<file path="src/sts_pkg.sv">
// ----------------------------------------------------------------------------
// sts_pkg
// Shared constants, codes and types for the sorted table search block.
// ----------------------------------------------------------------------------
package sts_pkg;

  // Table geometry
  localparam int TABLE_DEPTH = 1024;
  localparam int IDX_W       = $clog2(TABLE_DEPTH);
  localparam int CNT_W       = IDX_W + 1;            // holds the depth itself
  localparam int PTR_W       = CNT_W + 1;            // signed range bounds (-1 .. depth)

  // Fixed field widths
  localparam int DATA_W      = 32;
  localparam int ENTRY_IDX_W = 10;
  localparam int POS_W       = 10;
  localparam int SIZE_W      = 11;
  localparam int LIM_W       = (CNT_W > SIZE_W) ? CNT_W : SIZE_W;

  // Interpolation datapath
  localparam int DIFF_W      = DATA_W + 1;           // difference of two entries
  localparam int PROD_W      = PTR_W + DIFF_W;       // span times key offset
  localparam int DIV_CNT_W   = $clog2(PROD_W + 1);

  // Configuration port
  localparam int APB_DATA_W  = 32;
  localparam int REG_IDX_W   = 1;
  localparam int CFG_ADDR_W  = REG_IDX_W + 2;

  localparam logic [REG_IDX_W-1:0] REG_TABLE_SIZE  = REG_IDX_W'(0);
  localparam logic [REG_IDX_W-1:0] REG_SEARCH_MODE = REG_IDX_W'(1);

  // Operation and mode codes
  localparam logic OP_LOAD     = 1'b0;
  localparam logic OP_SEARCH   = 1'b1;
  localparam logic MODE_BINARY = 1'b0;
  localparam logic MODE_INTERP = 1'b1;

  // Register file contents seen by the search engine
  typedef struct packed {
    logic [SIZE_W-1:0] table_size;
    logic              search_mode;
  } sts_cfg_t;

  // Divider command and result
  typedef struct packed {
    logic                     start;
    logic signed [PROD_W-1:0] num;
    logic signed [DIFF_W-1:0] den;
  } sts_div_cmd_t;

  typedef struct packed {
    logic              done;
    logic              neg;
    logic [PROD_W-1:0] quo;
  } sts_div_res_t;

endpackage

</file>
<file path="src/sts_div.sv">
// ----------------------------------------------------------------------------
// sts_div
// Serial signed divider for the interpolation probe: one quotient bit per
// cycle, magnitude of the truncated quotient plus its sign.
// ----------------------------------------------------------------------------
module sts_div import sts_pkg::*; (
  input  logic         clk,
  input  logic         rst,
  input  sts_div_cmd_t cmd,
  output sts_div_res_t res
);

  logic                 busy;
  logic                 done;
  logic [DIV_CNT_W-1:0] cnt;
  logic [PROD_W-1:0]    dq;      // dividend shifting out, quotient shifting in
  logic [DIFF_W-1:0]    rem;
  logic [DIFF_W-1:0]    dmag;
  logic                 neg;
  logic [DIFF_W:0]      rem_sh;
  logic [DIFF_W:0]      rem_diff;
  logic                 qbit;

  // trial subtract
  assign rem_sh   = {rem, dq[PROD_W-1]};
  assign rem_diff = rem_sh - {1'b0, dmag};
  assign qbit     = !rem_diff[DIFF_W];

  // control
  always_ff @(posedge clk) begin
    if (rst) begin
      busy <= 1'b0;
      done <= 1'b0;
      cnt  <= '0;
    end else begin
      done <= 1'b0;
      if (cmd.start) begin
        busy <= 1'b1;
        cnt  <= '0;
      end else if (busy) begin
        cnt <= cnt + DIV_CNT_W'(1);
        if (cnt == DIV_CNT_W'(PROD_W - 1)) begin
          busy <= 1'b0;
          done <= 1'b1;
        end
      end
    end
  end

  // datapath
  always_ff @(posedge clk) begin
    if (cmd.start) begin
      dq   <= cmd.num[PROD_W-1] ? PROD_W'(-cmd.num) : PROD_W'(cmd.num);
      dmag <= cmd.den[DIFF_W-1] ? DIFF_W'(-cmd.den) : DIFF_W'(cmd.den);
      rem  <= '0;
      neg  <= cmd.num[PROD_W-1] ^ cmd.den[DIFF_W-1];
    end else if (busy) begin
      rem <= qbit ? rem_diff[DIFF_W-1:0] : rem_sh[DIFF_W-1:0];
      dq  <= {dq[PROD_W-2:0], qbit};
    end
  end

  assign res.done = done;
  assign res.neg  = neg;
  assign res.quo  = dq;

endmodule

</file>
<file path="config.mk">
export PLATFORM = sky130hd
export DESIGN_NAME = sts_div
export DESIGN_NICKNAME = d
export VERILOG_FILES = /design/src/sts_pkg.sv /design/src/sts_div.sv
export SDC_FILE = /design/constraint.sdc
export NUM_CORES = 1
export LEC_CHECK = 0
export BUFFER_PORTS_ARGS = -buffer_cell sky130_fd_sc_hd__buf_2
export CAP_MARGIN = 5
export CORE_AREA = 2 2 122 124
export CTS_CLUSTER_DIAMETER = 50
export DETAILED_ROUTE_END_ITERATION = 8
export DIE_AREA = 0 0 124 126
export PLACE_DENSITY_LB_ADDON = 0.3
export SYNTH_ARGS = -nofsm -noshare
export SYNTH_HDL_FRONTEND = slang
export SYNTH_SLANG_ARGS = --single-unit
</file>
<file path="constraint.sdc">
create_clock -name clk -period 3 [get_ports clk]
set_clock_uncertainty 0.1 [all_clocks]
set_input_delay 0.3 -clock clk [delete_from_list [all_inputs] [get_ports clk]]
set_output_delay 0.3 -clock clk [all_outputs]
set_load 0.05 [all_outputs]
</file>
==> flow_metrics.py <==
metrics = {
    "power": {
        "p_per_area_nw_per_um2": 537,
        "total_leakage_power_uw": 0.00416,
        "fin_total_pwr_uw": 5370,
        "ir_drop_uv": 390,
    },
    "sta": {
        "worst_pin_slew_ns": 0.971,
        "slew_violations": 0,
        "hold_viol": 0,
        "finalCritPeriodShare_pct": 101,
        "maxSlewHeadroom_pct": 35.0,
        "rsz0062_at_grt": "true",
        "fin_ws_ns": -0.0191,
        "fin_crit_ns": 3.02,
        "setup_viol": 1,
        "timing.hold.ws_ns": 0.0474,
        "clock.fmax_mhz": 331,
    },
    "clock_tree": {
        "cts-root-buf": "clkbuf_16",
        "clk_pin_slew_ns": 0.06,
        "clock_latency_ns": 0.42,
        "tritoncts": "done",
        "clock_path_buffers": 2,
        "numCtsBuffers": 17,
        "clkSinkCount": 120,
        "htree_num_levels": 4,
    },
    "synth": {
        "synth_fa_ha_area_share_pct": 5.97,
        "synthMuxAreaShare_pct": 0.526,
        "synth.distinct_cells": 74,
        "synth-seq-area-share_pct": 39.5,
        "netlist_instances": 905,
        "yosys_warnings": 0,
        "synth_edf_count": 79,
        "synthesis.area_um2": 8090,
        "synth_async_sr_flop_share_pct": 0,
        "syn_area_per_cell_um2": 8.94,
        "ys_ff_latch": 120,
        "synth-simple-area-share_pct": 18.7,
        "synth_top_family_by_area": "compound AO/OA/AOI/OAI gates",
        "syn_nets": 1024,
        "ys.flop_type": "edfxtp_1",
        "synth-compound-area-share_pct": 18.9,
        "synthXorXnorAreaFrac_pct": 11.6,
    },
    "finish": {
        "fin_area_um2": 10000,
        "instances_no_fill": 1256,
        "area_delta_synth_final_pct": 23.7,
        "antenna_cells": 0,
        "final_nets": 1178,
        "drive_gt1_share_pct": 25.8,
    },
    "status": {
        "violations": "negative setup slack",
        "status": "complete, but fails checks",
    },
    "placed_design": {
        "dp.cells": 1213,
        "place_congestion": 0.948,
        "hpwlAfterDp_um": 14300,
        "place.port_buffers": 127,
        "place_area_um2": 9140,
    },
    "drt": {
        "drtIter0Drc": 683,
        "wl_per_cell_um": 16.3,
        "wl_um": 20500,
        "vias": 7272,
        "firstDrtPassIters": 5,
        "viasPerCell": 5.79,
        "ant_nets": 0,
        "remaining_drc_errors": 0,
    },
    "setup_path": {
        "crit_required_ns": 3.22,
        "cp.arrival_ns": 3.23,
        "critPathKind": "reg2reg",
        "cp-end-kind": "flip-flop",
        "cp-start-kind": "flip-flop",
        "cp_max_fo": 7,
    },
    "global_route": {
        "grt_pass1_vias": 6707,
        "grt_pass1_wl_um": 32400,
        "grt_start_max_net_pins": 71,
        "grt.total_usage_pct": 26.3,
        "overflow": 0,
        "antenna_found_initial": 0,
    },
    "floorplanning": {
        "initial_utilization_pct": 56.5,
        "die_area_um2": 15600,
        "ios": 128,
        "die_x_um": 124,
        "fp.coreArea_um2": 14300,
        "rows": 44,
        "dieHeight_um": 126,
    },
    "worst_hold_path": {
        "hold_path_class": "in2reg",
    },
    "job": {
        "cap_violations": 0,
    },
}
-- sequential cells by signal, summed over array words and instances, names as in the netlist --
signal  cells
dmag       33
neg         1
dq         45
rem        33
cnt         6
busy        1
done        1
-- worst max-delay path: stages, from the launching register on --
cell	delay [ns]
dfxtp_1	0.44
ha_4	0.24
and4_4	0.19
a221oi_2	0.24
o21ai_1	0.11
a41o_1	0.25
a22oi_2	0.24
a221oi_4	0.10
buf_6	0.14
xnor2_4	0.32
buf_12	0.19
nand2_2	0.06
a311oi_1	0.28
-- synthesized netlist by cell type (6+ instances only) --
library cell / n / area (µm²)
and3_1: 7 / 43.8
a311oi_1: 17 / 149
ha_1: 37 / 463
xor2_1: 60 / 526
nand2_1: 98 / 368
nor2_1: 91 / 342
o31ai_1: 24 / 180
a21oi_1: 82 / 410
or3_1: 11 / 68.8
o41ai_1: 6 / 52.6
or2_2: 6 / 37.5
clkbuf_1: 32 / 120
nand4_1: 13 / 81.3
xnor2_1: 47 / 412
a21o_1: 13 / 97.6
inv_1: 49 / 184
buf_2: 7 / 35.0
nand3_1: 27 / 135
or4_1: 8 / 60.1
edfxtp_1: 79 / 2370
nor2b_1: 8 / 50.1
nor3_1: 8 / 40.0
o21ai_0: 35 / 175
dfxtp_1: 41 / 821
-- cell usage in the layout (no fill, tap or decap), drive strengths merged, types with 3 or more instances in the layout --
cell    count
a21o       13
a21oi      82
a221oi      3
a311oi     17
a31o        4
a31oi       4
a32oi       5
and2        3
and3        7
and4        3
buf       181
clkbuf     22
clkinv      8
dfxtp      41
edfxtp     79
ha         37
inv        50
nand2      98
nand3      27
nand3b      3
nand4      14
nor2       93
nor2b       9
nor3        9
nor4        7
o211ai      3
o21a        4
o21ai      39
o21bai      5
o311ai      4
o31ai      28
o41ai       7
or2         8
or3        12
or4        11
xnor2      47
xor2       60
-- per-stage QoR --
stage	setup TNS, ns	utilization (%)	worst slack [ns]
after floorplan	0	-	0.0394
after global placement	0	63.8	0.00439
after detailed placement	-1.28	63.8	-0.130
after CTS	0	68.2	0.0292
after global routing	-1.94	69.9	-0.159
final	-0.0191	69.9	-0.0191
-- final timing paths --
check | start | end | slack, ns | cells after the start
worst max-delay path | rem[9] | rem[13] | -0.02 | 12
worst min-delay path | cmd[0] | dmag[0] | 0.05 | 1
worst max register to register | rem[9] | rem[13] | -0.02 | 12
worst min register to register | cnt[5] | cnt[5] | 0.39 | 2
-- what timing repair did --
action	4_1_cts	5_1_grt
buffers inserted	0	10
hold buffers	1	0
hold endpoints to repair	1	0
endpoints found under the setup margin	20	31
pin swaps	1	15
resized for setup	5	33
cloned	0	1
-- area by class of cell --
cell class	count	area [µm²]
multi-input cells	687	4690
repair buffers	183	1130
clock buffers	21	482
well taps	184	230
clock inverters	11	93.8
inverters	50	188
fillers	1081	4310
flip-flops and latches	120	3190
-- cells by family after synthesis --
group           after synthesis
flops                       120
compound gates              230
mux                           4
fa+ha+maj                    38
buf+inv                      98
xor+xnor                    107
simple gates                308
-- routing by layer --
| layer | GRT usage [%] | vias up | part of all wire [%] |
|---|---|---|---|
| met1 | 36.9 | 3425 | 46 |
| li1 | - | 3569 | - |
| met4 | 8.66 | 0 | 1.8 |
| met3 | 5.25 | 30 | 6.0 |
| met2 | 40.7 | 248 | 46 |
| met5 | 0 | - | 0 |
-- power by group --
| group | switching, µW | internal (µW) |
|---|---|---|
| clock network | 772 | 1230 |
| logic | 866 | 483 |
| registers | 81.2 | 1940 |
| total | 1720 | 3650 |
(Power assumes the default switching activity.)
