$ cat src/sts_pkg.sv
// ----------------------------------------------------------------------------
// sts_pkg
// Shared constants, codes and types for the sorted table search block.
// ----------------------------------------------------------------------------
package sts_pkg;

  // Table geometry
  localparam int TABLE_DEPTH = 1024;
  localparam int IDX_W       = $clog2(TABLE_DEPTH);
  localparam int CNT_W       = IDX_W + 1;            // holds the depth itself
  localparam int PTR_W       = CNT_W + 1;            // signed range bounds (-1 .. depth)

  // Fixed field widths
  localparam int DATA_W      = 32;
  localparam int ENTRY_IDX_W = 10;
  localparam int POS_W       = 10;
  localparam int SIZE_W      = 11;
  localparam int LIM_W       = (CNT_W > SIZE_W) ? CNT_W : SIZE_W;

  // Interpolation datapath
  localparam int DIFF_W      = DATA_W + 1;           // difference of two entries
  localparam int PROD_W      = PTR_W + DIFF_W;       // span times key offset
  localparam int DIV_CNT_W   = $clog2(PROD_W + 1);

  // Configuration port
  localparam int APB_DATA_W  = 32;
  localparam int REG_IDX_W   = 1;
  localparam int CFG_ADDR_W  = REG_IDX_W + 2;

  localparam logic [REG_IDX_W-1:0] REG_TABLE_SIZE  = REG_IDX_W'(0);
  localparam logic [REG_IDX_W-1:0] REG_SEARCH_MODE = REG_IDX_W'(1);

  // Operation and mode codes
  localparam logic OP_LOAD     = 1'b0;
  localparam logic OP_SEARCH   = 1'b1;
  localparam logic MODE_BINARY = 1'b0;
  localparam logic MODE_INTERP = 1'b1;

  // Register file contents seen by the search engine
  typedef struct packed {
    logic [SIZE_W-1:0] table_size;
    logic              search_mode;
  } sts_cfg_t;

  // Divider command and result
  typedef struct packed {
    logic                     start;
    logic signed [PROD_W-1:0] num;
    logic signed [DIFF_W-1:0] den;
  } sts_div_cmd_t;

  typedef struct packed {
    logic              done;
    logic              neg;
    logic [PROD_W-1:0] quo;
  } sts_div_res_t;

endpackage

$ cat src/sts_cfg.sv
// ----------------------------------------------------------------------------
// sts_cfg
// APB register file holding table size and probe mode.
// ----------------------------------------------------------------------------
module sts_cfg import sts_pkg::*; (
  input  logic                  clk,
  input  logic                  rst,
  input  logic                  psel,
  input  logic                  penable,
  input  logic                  pwrite,
  input  logic [CFG_ADDR_W-1:0] paddr,
  input  logic [APB_DATA_W-1:0] pwdata,
  output logic [APB_DATA_W-1:0] prdata,
  output logic                  pready,
  output sts_cfg_t              cfg
);

  logic [REG_IDX_W-1:0] reg_idx;
  logic                 wr_en;
  logic [SIZE_W-1:0]    table_size;
  logic                 search_mode;

  assign reg_idx = paddr[CFG_ADDR_W-1:2];
  assign wr_en   = psel && penable && pwrite && pready;
  assign pready  = 1'b1;

  // register writes
  always_ff @(posedge clk) begin
    if (rst) begin
      table_size  <= '0;
      search_mode <= MODE_BINARY;
    end else if (wr_en) begin
      case (reg_idx)
        REG_TABLE_SIZE:  table_size  <= pwdata[SIZE_W-1:0];
        REG_SEARCH_MODE: search_mode <= pwdata[0];
        default: ;
      endcase
    end
  end

  // read mux
  always_comb begin
    case (reg_idx)
      REG_TABLE_SIZE:  prdata = APB_DATA_W'(table_size);
      REG_SEARCH_MODE: prdata = APB_DATA_W'(search_mode);
      default:         prdata = '0;
    endcase
  end

  assign cfg.table_size  = table_size;
  assign cfg.search_mode = search_mode;

endmodule

$ cat config.mk
export PLATFORM = sky130hd
export DESIGN_NAME = sts_cfg
export DESIGN_NICKNAME = d
export VERILOG_FILES = /design/src/sts_pkg.sv /design/src/sts_cfg.sv
export SDC_FILE = /design/constraint.sdc
export NUM_CORES = 1
export LEC_CHECK = 0
export BUFFER_PORTS_ARGS = -buffer_cell sky130_fd_sc_hd__buf_2
export CAP_MARGIN = 10
export CELL_PAD_IN_SITES_DETAIL_PLACEMENT = 1
export CELL_PAD_IN_SITES_GLOBAL_PLACEMENT = 2
export CORE_ASPECT_RATIO = 0.6
export CORE_MARGIN = 3
export CORE_UTILIZATION = 16
export CTS_CLUSTER_SIZE = 28
export DETAILED_ROUTE_END_ITERATION = 6
export PLACE_DENSITY = 0.84
export SYNTH_ARGS = -nofsm -noshare
export SYNTH_HDL_FRONTEND = slang
export SYNTH_SLANG_ARGS = --single-unit
$ cat constraint.sdc
create_clock -name clk -period 1.1 [get_ports clk]
set_input_delay 0.22 -clock clk [delete_from_list [all_inputs] [get_ports clk]]
set_output_delay 0.22 -clock clk [all_outputs]
set_load 0.02 [all_outputs]
==> results of run 1 <==
[flip-flops by register name, summed over array words and instances, names as in the netlist]
name         cells
table_size      11
search_mode      1
[repair_timing]
item / CTS / global route
endpoints found under the setup margin: 8 / 11
buffers inserted: 2 / 3
gates resized for setup: 11 / 21
[cells in the mapped netlist (all sizes together)]
cell     n  area (sq um)
and4b    1          13.8
buf     25           198
clkbuf   2          7.51
conb     2          7.51
dfxtp   12           240
mux2     1          11.3
mux2i   12           120
nand2b  23           144
nand4    1          6.26
nor2b   10          62.6
[placed cells by master, fill, tap and decap left out, drive strengths merged]
cell,n
conb,22
nand4,1
nor2b,10
mux2,1
clkbuf,3
mux2i,12
buf,47
and4b,1
dfxtp,12
nand2b,23
[power by group through the flow]
stage                     combinational, uW  clock (uW)  sequential [uW]
final                                   220         398              453
after global routing                    242         448              454
after CTS                               211         428              451
after detailed placement                205           0              460
after global placement                  203           0              460
after floorplan                         193           0              470
[stage by stage]
step | power (uW) | utilization | cell area, sq um | hold slack, ps | std cells
6_report | 1070 | 0.243 | 1150 | 233 | 195
5_1_grt | 1140 | 0.243 | 1150 | 245 | 195
3_3_place_gp | 663 | 0.209 | 990 | 469 | 187
4_1_cts | 1090 | 0.227 | 1070 | 234 | 192
3_5_place_dp | 665 | 0.209 | 990 | 472 | 187
2_1_floorplan | 663 | - | 886 | 375 | 109
[metal layers]
layer / vias up / share of wire / global-route usage
met4: 0 / 0.013 / 0.0237
li1: 321 / - / -
met1: 292 / 0.40 / 0.0737
met5: - / 0 / 0
met2: 24 / 0.51 / 0.105
met3: 2 / 0.076 / 0.0271
[cell families after synthesis]
group                  synth area share
buffers and inverters             0.253
flip-flops                        0.296
multiplexers                      0.162
other                           0.00926
AND/OR/NAND/NOR                   0.279
[layout make-up]
| class | count | area, sq um | share of cell area |
|---|---|---|---|
| clock buffer | 3 | 41.3 | 0.0360 |
| multi-input combinational | 70 | 465 | 0.406 |
| sequential | 12 | 255 | 0.222 |
| tap | 63 | 78.8 | 0.0687 |
| timing repair buffer | 47 | 307 | 0.267 |
[path summary, 6_finish.rpt]
check                              startpoint             to  slack [ps]  cells after the start
worst min-delay path                pwdata[1]  table_size[1]         230                      3
worst min register to register  table_size[2]  table_size[2]         470                      2
worst max-delay path            table_size[0]      prdata[0]         -70                      2
worst max register to register  table_size[0]  table_size[0]         420                      3
[worst reg2reg max path: cells and delay by family (launching register included)]
| kind | cells | cell delay (ps) |
|---|---|---|
| flip-flops | 1 | 320 |
| buffers and inverters | 1 | 130 |
| AND/OR/NAND/NOR | 1 | 60 |
| multiplexers | 1 | 60 |
==> results.cfg, run 1 <==
[drt]
drcViolationCount = 0
vias = 639
drt-vias-per-instance = 3.28
routedWlPerCell_um = 10.4
drt-initial-drc-count = 7
ant_nets = 0
wl_um = 2030
first_pass_iters = 4

[critical_path]
setup.worst_path.start_class = flop
required_ps = 880
critPathKind = flop to output port
cp_cell_sequence = mux2_2 > buf_6
cp_num_buf_inv = 1
crit_slowest_cell = dfxtp_2
cp.arrival_ps = 950
cp_max_fo = 2
crit_path_end_kind = output port
crit_family = flip-flops
max_stage_delay_ps = 320

[global_routing]
grt_pass1_vias = 611
grt_overflow_total = 0
grt_max_degree = 24
antenna_found_initial = 0
grt_pass1_wl_um = 2950
grt_usage = 0.0630

[clock_tree]
clkSinkCount = 12
cts_tree = done
cts_buffers = 3
clk-insertion-delay-late_ps = 230
h-tree-depth = 1
cts_buffer_depth = 2
root_buffer = clkbuf_8
ctsHoldBuffers = 0
clk_pin_slew_ps = 50

[synth]
ys_types = 12
ys_warn_count = 0
synth_area_per_cell_sq_um = 9.11
syn_inst = 89
synth_seq_cells = 12
ys_seq_area_frac = 0.296
syn-cell-area_sq_um = 811

[timing]
clock_skew_ps = 0
drv_slew = 0
fin_crit_ps = 1170
fin_crit_sh = 1.06
finalSetupViolCount = 1
fmax_mhz = 856
layout_setup_ws_ps = -67.6
rsz0062_at_grt = yes
setup-tns-final_ps = -67.6
hold_viol_final = 0

[pwr]
switching_power_uw = 303
pwr-share-seq = 0.423
p_int_uw = 767
clkPwrFrac = 0.372
p_leak_uw = 0.000543
power_density_nw_per_um2 = 933
power_frac_comb = 0.205
irDropWorstVdd_mv = 0.390
switching_share = 0.283

[place]
dp_hpwl_um = 1540
pre_cts_slack_ps = 17.2
place_congestion = 0.574
io_buffer_count = 39

[flow_run]
maxCapViolations = 0

[die]
core_area_sq_um = 4730
rows = 19
die_h_um = 61.1
die-area_sq_um = 5990
initial_utilization = 0.171
die_x_um = 97.9
io_pins = 85

[run_status]
status = finished, violations left
violations = setup timing

[hold_path]
min_path_type = input port to flop

[cells_and_area]
syn2layout_area_growth_pct = 41.5
fin_nets = 174
diodes = 0
drive_above_1_share = 0.515
nFillCells = 568
(Power assumes the default switching activity.)
==> run 2, diff against run 1 <==
==> config.mk (replaced) <==
export PLATFORM = sky130hd
export DESIGN_NAME = sts_cfg
export DESIGN_NICKNAME = d
export VERILOG_FILES = /design/src/sts_pkg.sv /design/src/sts_cfg.sv
export SDC_FILE = /design/constraint.sdc
export NUM_CORES = 1
export LEC_CHECK = 0
export CAP_MARGIN = 10
export CELL_PAD_IN_SITES_DETAIL_PLACEMENT = 1
export CELL_PAD_IN_SITES_GLOBAL_PLACEMENT = 2
export CORE_ASPECT_RATIO = 0.6
export CORE_MARGIN = 3
export CORE_UTILIZATION = 29
export CTS_CLUSTER_SIZE = 28
export DETAILED_ROUTE_END_ITERATION = 6
export DONT_BUFFER_PORTS = 1
export PLACE_DENSITY = 0.83
export SKIP_CTS_REPAIR_TIMING = 1
export SYNTH_ARGS = -nofsm -noshare
export SYNTH_HDL_FRONTEND = slang
export SYNTH_SLANG_ARGS = --single-unit
==> constraint.sdc (replaced) <==
create_clock -name clk -period 1.3 [get_ports clk]
set_input_delay 0.26 -clock clk [delete_from_list [all_inputs] [get_ports clk]]
set_output_delay 0.26 -clock clk [all_outputs]
set_load 0.02 [all_outputs]
==> results.cfg, run 2 (synthesis gave the netlist of run 1 again) <==
[cells_and_area]
layout.cells.most_common = nand2b_1
reg.largest.list = table_size: 11 flops, search_mode: 1 flops
fin_nets = 149
largest_reg_flops = 11
drive_above_1_share = 0.259
diodes = 0
syn2layout_area_growth_pct = 16.0
final_cell_mix = nand2b_1 (23), conb_1 (22), buf_4 (22)
regMostFlops = table_size
final_cells = 140

[global_routing]
grtUsageMet3 = 0.0662
grt_usage = 0.109
grtUsageMet2 = 0.197
grt_max_degree = 24
antenna_found_initial = 0
grt_overflow_total = 0
grt_busiest_layer = met2
grt_util_met1 = 0.113
grt_pass1_wl_um = 2750
grt_pass1_vias = 603

[pwr]
irDropWorstVdd_mv = 0.341
power_density_nw_per_um2 = 980
p_leak_uw = 0.000427

[clock_tree]
h-tree-depth = 1
root_buffer = clkbuf_8
clk-insertion-delay-late_ps = 240
cts_tree = done
clkSinkCount = 12
cts_buffer_depth = 2
clk_pin_slew_ps = 50
cts_buffers = 3

[hold_path]
min_path_type = input port to flop
min_path_cells = 2

[drt]
wl_um = 1840
vias = 563
drt-vias-per-instance = 4.02
ant_nets = 0
drt-initial-drc-count = 3
first_pass_iters = 4
drcViolationCount = 0
routedWlPerCell_um = 13.2

[die]
die_x_um = 74.3
die_h_um = 47.0
io_pins = 85
rows = 14
die-area_sq_um = 3490
initial_utilization = 0.315
core_area_sq_um = 2570

[run_status]
status = completed

[timing]
finalSetupViolCount = 0
fmax_mhz = 876
setup-tns-final_ps = 0
drv_slew = 0
fin_crit_sh = 0.878
clock_skew_ps = 0
rsz0062_at_grt = no
hold_viol_final = 0
fin_crit_ps = 1140

[critical_path]
required_ps = 1040
cp_cell_sequence = mux2_2
setup.worst_path.start_class = flop
max_stage_delay_ps = 330
cp.arrival_ps = 880
cp_num_buf_inv = 0
crit_family = multiplexers
critPathKind = flop to output port
crit_path_end_kind = output port
rrSetupSlack_ps = 540
crit_slowest_cell = mux2_2
crit_cells = 1
cp_max_fo = 2
r2r_cells = 3

[place]
io_buffer_count = 0
place_congestion = 0.623
dpl.cell_count = 136
dp_hpwl_um = 1460

[flow_run]
maxCapViolations = 0
run 2: changes by cell type in the layout (fill, tap and decap cells not counted), sizes merged:
cell	delta
buf	-25
clkbuf	+1
run 2: area by class of cell:
| cell class | count | area [sq um] |
|---|---|---|
| timing repair buffer | 22 | 165 |
| sequential | 12 | 240 |
| clock buffer | 4 | 55.1 |
| multi-input combinational | 70 | 440 |
| tap | 32 | 40.0 |
| fill | 322 | 1630 |
run 2: where the power goes:
part           leakage (uW)  total, uW  internal (uW)  switching, uW
Combinational      0.000301        135           41.6           93.7
Sequential        0.0000971        380            376           3.62
Clock             0.0000288        407            268            140
Total              0.000427        922            685            237
run 2: path summary, 6_finish.rpt:
check / start / to
min: pwdata[2] / table_size[2]
max reg2reg: table_size[6] / table_size[6]
max: search_mode / prdata[0]
min reg2reg: table_size[10] / table_size[10]
run 2: through the flow:
step	setup WS, ps	power (uW)	cell area, sq um	util	hold slack (ps)
5_1_grt	101	977	941	0.365	180
3_3_place_gp	274	519	886	0.344	419
4_1_cts	147	943	941	0.365	168
6_report	159	922	941	0.365	172
3_5_place_dp	216	522	886	0.344	426
2_1_floorplan	234	561	886	-	415
run 2: metal layers:
layer  vias to the layer above  wire [um]
li1                        271          -
met1                       258        684
met2                        34        933
met3                         0        224
met4                         0          0
met5                         -          0
